### config.mk
export PLATFORM = sky130hd
export DESIGN_NAME = rmq_front
export DESIGN_NICKNAME = d
export VERILOG_FILES = /design/src/sv/rmq_pkg.sv /design/src/sv/rmq_front.sv
export SDC_FILE = /design/constraint.sdc
export NUM_CORES = 1
export LEC_CHECK = 0
export BUFFER_PORTS_ARGS = -buffer_cell sky130_fd_sc_hd__buf_2
export CAP_MARGIN = 20
export CELL_PAD_IN_SITES_DETAIL_PLACEMENT = 0
export CELL_PAD_IN_SITES_GLOBAL_PLACEMENT = 1
export CORE_UTILIZATION = 46
export DETAILED_ROUTE_END_ITERATION = 8
export GPL_ROUTABILITY_DRIVEN = 0
export PLACE_DENSITY_LB_ADDON = 0.12
export SKIP_LAST_GASP = 1
export SLEW_MARGIN = 15
export SYNTH_ARGS = -nofsm -noshare
export SYNTH_HDL_FRONTEND = slang
export SYNTH_SLANG_ARGS = --single-unit
export TNS_END_PERCENT = 20
### constraint.sdc
create_clock -name i_clk -period 12.4 [get_ports i_clk]
set_input_delay 0.62 -clock i_clk [delete_from_list [all_inputs] [get_ports i_clk]]
set_output_delay 0.62 -clock i_clk [all_outputs]
set_load 0.02 [all_outputs]
### src/sv/rmq_pkg.sv
// Shared types and constants for the rotation matrix to quaternion core.
package rmq_pkg;

    localparam int DATA_W = 32;
    localparam int N_ELEM = 9;
    localparam int N_COMP = 4;
    // sum or difference of two elements, signed
    localparam int NUM_W  = 33;

    typedef logic [1:0] t_piv;

    localparam t_piv PIV_TRACE = 2'd0;
    localparam t_piv PIV_R11   = 2'd1;
    localparam t_piv PIV_R22   = 2'd2;
    localparam t_piv PIV_R33   = 2'd3;

    // pivot choice and the four component numerators (scalar, x, y, z)
    typedef struct packed {
        t_piv                           piv;
        logic [N_COMP-1:0][NUM_W-1:0]   num;
    } t_comp;

    // per-request flags carried alongside the dividers
    typedef struct packed {
        t_piv               piv;
        logic [N_COMP-1:0]  neg;
        logic [N_COMP-1:0]  nz;
        logic               bad;
    } t_info;

endpackage

### src/sv/rmq_front.sv
// Front end: trace, pivot selection, radicand and numerator selection (two stages).
module rmq_front #(
    parameter int FRAC_BITS = 30,
    parameter int RW        = 37
) (
    input  logic                                           i_clk,
    input  logic                                           i_rst_n,
    input  logic                                           i_en,
    input  logic                                           i_valid,
    input  logic [rmq_pkg::N_ELEM*rmq_pkg::DATA_W-1:0]     i_data,
    output logic                                           o_valid,
    output logic signed [RW-1:0]                           o_rad,
    output rmq_pkg::t_comp                                 o_comp
);

    localparam logic [RW-1:0] ONE_Q = {{(RW-1){1'b0}}, 1'b1} << FRAC_BITS;

    logic signed [rmq_pkg::DATA_W-1:0] w_m [rmq_pkg::N_ELEM];

    // stage A registers
    logic                               r_a_valid;
    logic signed [33:0]                 r_a_tr;
    logic signed [rmq_pkg::DATA_W-1:0]  r_a_d11, r_a_d22, r_a_d33;
    logic signed [rmq_pkg::NUM_W-1:0]   r_a_da, r_a_db, r_a_dc;
    logic signed [rmq_pkg::NUM_W-1:0]   r_a_sp, r_a_sq, r_a_ss;

    // stage B
    logic signed [33:0]                 w_best;
    rmq_pkg::t_piv                      w_piv;
    logic signed [RW-1:0]               n_rad;
    rmq_pkg::t_comp                     n_comp;
    logic                               r_b_valid;
    logic signed [RW-1:0]               r_b_rad;
    rmq_pkg::t_comp                     r_b_comp;

    // unpack elements, lowest field first
    always_comb begin
        for (int c = 0; c < rmq_pkg::N_ELEM; c++) begin
            w_m[c] = $signed(i_data[c*rmq_pkg::DATA_W +: rmq_pkg::DATA_W]);
        end
    end

    // stage A: trace and off-diagonal sums and differences
    always_ff @(posedge i_clk) begin
        if (!i_rst_n) begin
            r_a_valid <= 1'b0;
        end else if (i_en) begin
            r_a_valid <= i_valid;
        end
    end

    always_ff @(posedge i_clk) begin
        if (i_en) begin
            r_a_tr  <= 34'(w_m[0]) + 34'(w_m[4]) + 34'(w_m[8]);
            r_a_d11 <= w_m[0];
            r_a_d22 <= w_m[4];
            r_a_d33 <= w_m[8];
            r_a_da  <= 33'(w_m[7]) - 33'(w_m[5]);
            r_a_db  <= 33'(w_m[2]) - 33'(w_m[6]);
            r_a_dc  <= 33'(w_m[3]) - 33'(w_m[1]);
            r_a_sp  <= 33'(w_m[7]) + 33'(w_m[5]);
            r_a_sq  <= 33'(w_m[2]) + 33'(w_m[6]);
            r_a_ss  <= 33'(w_m[3]) + 33'(w_m[1]);
        end
    end

    // stage B: pivot, ties to the earlier candidate
    always_comb begin
        w_best = r_a_tr;
        w_piv  = rmq_pkg::PIV_TRACE;
        if (34'(r_a_d11) > w_best) begin
            w_best = 34'(r_a_d11);
            w_piv  = rmq_pkg::PIV_R11;
        end
        if (34'(r_a_d22) > w_best) begin
            w_best = 34'(r_a_d22);
            w_piv  = rmq_pkg::PIV_R22;
        end
        if (34'(r_a_d33) > w_best) begin
            w_best = 34'(r_a_d33);
            w_piv  = rmq_pkg::PIV_R33;
        end
        n_rad = $signed(ONE_Q) + (RW'(w_best) <<< 1) - RW'(r_a_tr);

        n_comp.piv = w_piv;
        case (w_piv)
            rmq_pkg::PIV_TRACE: begin
                n_comp.num[0] = '0;
                n_comp.num[1] = r_a_da;
                n_comp.num[2] = r_a_db;
                n_comp.num[3] = r_a_dc;
            end
            rmq_pkg::PIV_R11: begin
                n_comp.num[0] = r_a_da;
                n_comp.num[1] = '0;
                n_comp.num[2] = r_a_ss;
                n_comp.num[3] = r_a_sq;
            end
            rmq_pkg::PIV_R22: begin
                n_comp.num[0] = r_a_db;
                n_comp.num[1] = r_a_ss;
                n_comp.num[2] = '0;
                n_comp.num[3] = r_a_sp;
            end
            default: begin
                n_comp.num[0] = r_a_dc;
                n_comp.num[1] = r_a_sq;
                n_comp.num[2] = r_a_sp;
                n_comp.num[3] = '0;
            end
        endcase
    end

    always_ff @(posedge i_clk) begin
        if (!i_rst_n) begin
            r_b_valid <= 1'b0;
        end else if (i_en) begin
            r_b_valid <= r_a_valid;
        end
    end

    always_ff @(posedge i_clk) begin
        if (i_en) begin
            r_b_rad  <= n_rad;
            r_b_comp <= n_comp;
        end
    end

    assign o_valid = r_b_valid;
    assign o_rad   = r_b_rad;
    assign o_comp  = r_b_comp;

endmodule

Word-level counts from Yosys, hierarchy flattened
Cells that the tools add are included.
W data, S select, Z words.
{ "classes": {"add_sub_neg": 10, "magnitude_cmp": 3, "n_eq_ne": 2, "n_mux": 7, "n_reduce_logical": 1} }
{ "op_table": {"columns": ["op", "count"], "rows": [
  ["$pmux W132 S3", 1],
  ["$add A32 B32 Y33", 4],
  ["$gt A32 B34 Y1", 3],
  ["$mux W34", 3],
  ["$sub A32 B32 Y33", 3],
  ["$sub A36 B34 Y37", 1],
  ["$add A32 B35 Y36 const A", 1],
  ["$add A33 B32 Y34", 1],
  ["$mux W2", 2],
  ["$eq A2 B1 Y1 const B", 1],
  ["$eq A2 B2 Y1 const B", 1],
  ["$logic_not A2 Y1", 1],
  ["$mux W1", 1]
]} }
{ "totals": {"reg_bits": 501, "input_bits": 292, "out_inout_bits": 172, "elab_cells": 41} }

Depth between registers and ports, before layout
Gate-level depths: netlist (run 1).
{ "depth": {"ltp_word": 8, "ltp_mapped": 51, "mapped_depth_nobuf": 45} }

Worst setup path after synthesis (run 1)
No wires, ideal clock.
{ "synth_path": {"path_type": "reg2reg", "startpoint": "register r_a_tr[23]", "endpoint": "register r_b_rad[35] (netlist: o_rad[35]) (data pin)", "setup_time_ps": 258, "arrival_time_ps": 9474, "t_required_ps": 12142, "slack_ps": 2668, "stages_incl_launch_ff": 49, "n_path_buf": 5, "synth_period_minus_slack_ps": 9732, "cell_sequence": "edfxtp_1 > inv_1 > ha_1 > a21o_1 > a21o_1 > a21oi_1 > o21ai_0 > a211oi_1 > o21ai_0 > nand3_1 > buf_2 > buf_2 > mux2i_1 > ha_1 > a21o_1 > a21o_1 > a21oi_1 > o21ai_1 > [13 not listed] > a211oi_1 > o31ai_1 > clkbuf_1 > o21ai_0 > o22ai_1 > ha_1 > ha_1 > fa_1 > a21o_1 > nand4_1 > and4_1 > nor3_1 > o21a_1 > o31ai_1 > a311oi_1 > o21ai_0 > a21oi_1 > xnor2_1"} }
{ "synth_between": {"elab_chain_len": 8} }
{ "synth_rtl": {"columns": ["element", "line", "text"], "rows": [
  ["start: declaration", "rmq_front.sv:22", "logic signed [33:0] r_a_tr;"],
  ["start signal: assignment", "rmq_front.sv:54", "r_a_tr <= 34'(w_m[0]) + 34'(w_m[4]) + 34'(w_m[8]);"],
  ["$gt A32 B34 Y1", "rmq_front.sv:71", "if (34'(r_a_d11) > w_best) begin"],
  ["$mux W34", "rmq_front.sv:71", null],
  ["$gt A32 B34 Y1", "rmq_front.sv:75", "if (34'(r_a_d22) > w_best) begin"],
  ["$mux W34", "rmq_front.sv:75", null],
  ["$gt A32 B34 Y1", "rmq_front.sv:79", "if (34'(r_a_d33) > w_best) begin"],
  ["$mux W34", "rmq_front.sv:79", null],
  ["$add A32 B35 Y36", "rmq_front.sv:83", "n_rad = $signed(ONE_Q) + (RW'(w_best) <<< 1) - RW'(r_a_tr);"],
  ["$sub A36 B34 Y37 (*)", "rmq_front.sv:83", null],
  ["net n_rad[35]", "rmq_front.sv:30", "logic signed [RW-1:0] n_rad;"],
  ["end signal: assignment", "rmq_front.sv:124", "r_b_rad <= n_rad;"],
  ["end: declaration", "rmq_front.sv:33", "logic signed [RW-1:0] r_b_rad;"]
]} }
The timed path passes the listed nets; every way through them passes the cells marked *.
A chain may end at the register's enable or synchronous reset.

Worst setup path in the final report (run 1)
{ "layout_path": {"startpoint": "register r_a_tr[19]", "endpoint": "register r_b_rad[35] (netlist: o_rad[35]) (data pin)"} }
Same word-level chain as after synthesis.

==> flow_summary.ini, run 1 <==
[outcome]
outcome = finished clean

[drt]
viasPerCell = 5.69
ant_nets = 0
drc = 0
routed_wl_mm = 104
num_vias = 27559
top_layer_used = met5
drt_iter0_drc = 2085
wl_met2_mm = 47.8
avgRoutedWirePerCell_um = 21.5
routed-wl-met3_mm = 6.99
first_pass_iters = 6
wl_met1_mm = 45.3

[setup_path]
endpoint_kind = flip-flop
critPathBufInv = 1
critPathSlowestCell = a211oi_1
critPathTopFamily = compound AO/OA/AOI/OAI gates
rrSetupSlack_ns = 0.51
critPathMaxStageDelay_ns = 0.56
required_ns = 12.78
r2r-start = r_a_tr[19]
worst-setup-path-type = flip-flop to flip-flop
cp-start-kind = flip-flop
worstPathArrival_ns = 12.27
rr_worst_depth = 43
r2r-end = o_rad[35]
worstPathMaxFanout = 35

[clock_network]
root_buffer = clkbuf_16
clk_pin_slew_worst_paths_ns = 0.06
clkSinkCount = 498
tritoncts = yes
insertion_delay_ns = 0.64
holdBufCountCts = 0
cts_buffer_depth = 3
htree_levels = 2
cts_made_buffers = 55

[yosys]
synth_edf_count = 496
ys_async_sr_fraction_pct = 0
yosysMostFrequentCell = edfxtp_1
ys_ff_latch = 498
synth_top_family_by_area = compound AO/OA/AOI/OAI gates
synth_warnings = 0
netlist_area_um2 = 35100
yosys.area_share.adder_pct = 16.4
yosys.area_share.simple_pct = 10.6
synth_cells = 3429
synth_mux_area_share_pct = 4.01
synth_top_area_cell = edfxtp_1
synth_nets = 4156
synth_area_leaders = edfxtp_1 (42%), ha_1 (14%), a21oi_1 (5.1%)
yosys-top-cells-count = edfxtp_1 (496), ha_1 (395), a21oi_1 (360)
synth_top_area_share_pct = 42.4
syn-mean-instance-area_um2 = 10.2
yosysSeqAreaShare_pct = 42.5
ys_types = 79
synth-main-ff-cell = edfxtp_1
synthXorXnorAreaFrac_pct = 5.41
synth_compound_area_share_pct = 16.4

[worst_hold_path]
hp-start = i_data[279]
hold_path_class = input port to flip-flop
whs_path_depth = 1
min_to = r_a_d33[23]

[timing]
holdWs_ns = 0.186
fin_crit_sh_pct = 95.9
hold_violations = 0
rsz0062_at_grt = false
fmax_ghz = 0.0841
skew_ns = 0.0171
slew_headroom_pct = 26.6
post-route-min-period_ns = 11.89
final_max_slew_viol_count = 0
worst_pin_slew_ns = 1.10
finalSetupTns_ns = 0
setup_viol = 0
setup_ws_ns = 0.507

[floorplanning]
num_rows = 100
die_h_um = 278
dieArea_um2 = 77500
io_pins = 464
core_area_um2 = 74900
die_x_um = 278
start_util_pct = 46.9

[global_routing]
antenna_found_initial = 16
grt_pass1_wl_mm = 156
grt_max_degree = 168
grt_pass1_vias = 26875
grt-ovfl-total = 0
grtUsageTotal_pct = 26.3

[run]
cap_violations = 0

[placement]
place_hpwl_mm = 81.3
numPortBuffers = 463
dp_cells = 4737
pre_cts_ws_ns = -0.147

[finish]
fin_nets = 4552
syn_to_final_growth_pct = 14.4
fin_util_pct = 53.6
instances_no_fill = 4847
fillers = 6631
drive_gt1_share_pct = 15.8

[power_and_ir_drop]
ir_drop_uv = 171
powerDensity_nw_per_um2 = 221
p_leak_nw = 17.5
-- cells by family after synthesis --
kind of cell	Yosys count
AOI/OAI and AO/OA	927
and+or+nand+nor	790
DFF	498
adders and majority gates	435
buffers and inverters	425
xor gates and xnor gates	217
muxes	137
-- power breakdown --
| part | internal (mW) | switching, mW | total, mW |
|---|---|---|---|
| clock network | 0.993 | 0.704 | 1.70 |
| logic | 1.62 | 2.77 | 4.39 |
| registers | 2.55 | 0.244 | 2.79 |
| total | 5.16 | 3.72 | 8.88 |
-- state kept, by name, indices dropped and copies added, names as in the netlist --
signal / cells
o_comp: 134
o_rad: 37
o_valid: 1
r_a_d11: 32
r_a_d22: 32
r_a_d33: 32
r_a_da: 32
r_a_db: 33
r_a_dc: 33
r_a_sp: 33
r_a_sq: 32
r_a_ss: 32
r_a_tr: 34
r_a_valid: 1
-- per-stage QoR --
step / area [um2] / power [mW]
final: 40200 / 8.88
after detailed placement: 38300 / 7.16
after global routing: 40200 / 9.42
after floorplan: 35100 / 5.78
after CTS: 40100 / 8.89
after global placement: 38300 / 7.10
-- worst max path at each step --
| stage | start | end | slack [ns] | cells after the start |
|---|---|---|---|---|
| after floorplan | r_a_tr[23] | o_rad[35] | 2.67 | 48 |
| final | r_a_tr[19] | o_rad[35] | 0.51 | 43 |
| after detailed placement | r_a_tr[19] | o_rad[33] | -0.15 | 40 |
| after global placement | r_a_tr[19] | o_rad[35] | 0.13 | 40 |
| after CTS | r_a_tr[19] | o_rad[35] | 0.02 | 40 |
| after global routing | r_a_tr[19] | o_rad[33] | 0.03 | 43 |
-- final cells by class --
class	count	area [um2]	area share, %
multi-input cells	2506	18600	46.3
flip-flops and latches	498	14900	37.2
repair buffers	484	2500	6.23
clock buffers	62	1420	3.54
well taps	969	1210	3.02
inverters	280	1050	2.62
clock inverters	38	435	1.08
diodes	10	25.0	0.0623
-- placed cells by master (no fill, tap or decap), types with 35 or more instances in the layout --
master and n:
edfxtp_1 496, fa_1 40, o21ai_0 142, xnor2_1 156
nand4_1 41, xor2_1 61, o21bai_1 53, a21oi_1 360
nand3_1 100, a211oi_1 51, mux2i_1 107, a21o_1 113
nor2b_1 36, buf_2 462, nor3_1 46, nand2b_1 35
nand2_1 143, o21ai_1 41, clkbuf_16 56, inv_1 277
nor2_1 291, ha_1 395
-- per-layer routing --
metal	track usage [%]	up-vias
li1	-	13266
met1	35.8	13156
met2	42.7	967
met3	3.36	166
met4	9.51	4
met5	0	-
-- what timing repair did --
action | CTS | global route
resized for setup | 1 | 3
setup buffers | 0 | 0
setup endpoints to repair | 5 | 13
hold endpoints to repair | 0 | 0
(Power assumes the default switching activity.)
==> run 2: changes to the inputs <==
Settings changed: CORE_UTILIZATION 46 to 48, CTS_BUF_LIST set to sky130_fd_sc_hd__clkbuf_8.
==> run 2 against run 1 <==
Die area down 4.1%. Clock power down 15%. Setup slack improved by 0.26 ns. Utilization grew 2.0 points. Critical endpoint unchanged. Highest routed layer unchanged.
==> flow_summary.ini, run 2 (same netlist as run 1, synthesis figures left out) <==
[setup_path]
endpoint_kind = flip-flop
cpMostUsedCell = a21o_1
critPathTopFamily = compound AO/OA/AOI/OAI gates
critPathSlowestCell = a211oi_1
worstPathArrival_ns = 12.07
r2r-end = o_rad[35]
r2r-start = r_a_tr[19]
critPathBufInv = 1
required_ns = 12.84
cp-start-kind = flip-flop
rrSetupSlack_ns = 0.77
worstPathMaxFanout = 33
critPathMaxStageDelay_ns = 0.61
rr_worst_depth = 42
worst-setup-path-type = flip-flop to flip-flop

[floorplanning]
num_rows = 98
die_x_um = 272
start_util_pct = 48.8
die_h_um = 272
io_pins = 464
dieArea_um2 = 74300
core_area_um2 = 72000

[worst_hold_path]
min_to = r_a_d11[0]
hp-start = i_data[0]
hold_path_class = input port to flip-flop
whs_path_depth = 1

[global_routing]
grt_pass1_wl_mm = 156
antenna_found_initial = 17
grtUsageTotal_pct = 27.4
grt_max_degree = 167
grt_pass1_vias = 27145
grt-ovfl-total = 0

[timing]
final_max_slew_viol_count = 0
skew_ns = 0.0466
slew_headroom_pct = 25.3
rsz0062_at_grt = false
fmax_ghz = 0.0860
worst_pin_slew_ns = 1.12
hold_violations = 0
finalSetupTns_ns = 0
fin_crit_sh_pct = 93.8
post-route-min-period_ns = 11.63
setup_viol = 0

[finish]
final_common_cell = edfxtp_1
largest_reg_flops = 134
mostFrequentLayoutCells = edfxtp_1 (496), buf_2 (462), ha_1 (395)
multi_input_area_um2 = 18600
fin_util_pct = 55.6
instances_no_fill = 4898
fillers = 6308
syn_to_final_growth_pct = 14.0
regArea_um2 = 14900
fin_nets = 4594
drive_gt1_share_pct = 16.6

[placement]
numPortBuffers = 463
place_hpwl_mm = 80.0
dp_cells = 4715

[drt]
ant_nets = 0
num_vias = 28121
drt_iter0_drc = 2449
avgRoutedWirePerCell_um = 21.3
drc = 0
routed_wl_mm = 104
viasPerCell = 5.74
first_pass_iters = 6

[clock_network]
clkSinkCount = 498
root_buffer = clkbuf_8
insertion_delay_ns = 0.70
cts_buffer_depth = 3
htree_levels = 3
tritoncts = yes
holdBufCountCts = 0
clk_pin_slew_worst_paths_ns = 0.07
cts_made_buffers = 86

[power_and_ir_drop]
powerDensity_nw_per_um2 = 217
p_leak_nw = 17.6
ir_drop_uv = 183

[run]
cap_violations = 0

[outcome]
outcome = finished clean
-- run 2: routing by layer --
metal / track usage, % / vias up / share of wire [%]
met5: 0 / - / 0.012
met4: 11.8 / 2 / 4.0
met3: 3.15 / 203 / 6.5
met2: 43.8 / 1085 / 46
met1: 37.6 / 13461 / 43
li1: - / 13370 / -
-- run 2: worst register-to-register path, delay by kind of cell (launching register included) --
kind / cells / cell delay (ns)
buffers and inverters: 1 / 0.12
XOR/XNOR: 1 / 0.08
flip-flops: 1 / 0.39
multiplexers: 3 / 1.23
adder cells (fa/ha/maj): 5 / 1.57
AND/OR/NAND/NOR: 6 / 1.71
AO/OA/AOI/OAI: 26 / 6.30
-- run 2: layout make-up --
class                   count  area share, %
diodes                     11         0.0688
clock buffers              88           3.03
clock inverters            70           1.03
inverters                 280           2.63
multi-input cells        2507           46.5
flip-flops and latches    498           37.3
well taps                 950           2.97
repair buffers            494           6.48
-- run 2: how the worst max path moves through the flow --
stage / startpoint / to / slack (ns) / cells after the start
after CTS: r_a_tr[27] / o_rad[30] / 0.28 / 40
final: r_a_tr[19] / o_rad[35] / 0.77 / 42
after global placement: r_a_tr[19] / o_rad[35] / 0.60 / 41
after detailed placement: r_a_tr[19] / o_rad[30] / 0.31 / 40
after floorplan: r_a_tr[23] / o_rad[35] / 2.67 / 48
after global routing: r_a_tr[27] / o_rad[30] / 0.05 / 43
-- run 2: timing repair --
action                                 4_1_cts  5_1_grt
endpoints found under the hold margin        0        0
setup buffers                                0       13
resized for setup                            0        4
setup endpoints to repair                    0       11
-- run 2: through the flow --
| step | cell area, um2 | power [mW] | setup WS, ns | hold WS [ns] |
|---|---|---|---|---|
| 6_report | 40000 | 8.67 | 0.767 | 0.126 |
| 3_5_place_dp | 38200 | 7.13 | 0.310 | 0.515 |
| 2_1_floorplan | 35100 | 5.78 | 2.67 | 0.454 |
| 5_1_grt | 40000 | 9.21 | 0.0517 | 0.111 |
| 3_3_place_gp | 38200 | 7.07 | 0.599 | 0.488 |
| 4_1_cts | 39900 | 8.63 | 0.280 | 0.0738 |
-- run 2: report_power, final --
part | internal, mW | switching, mW
Clock | 0.731 | 0.722
Sequential | 2.55 | 0.243
Combinational | 1.65 | 2.78
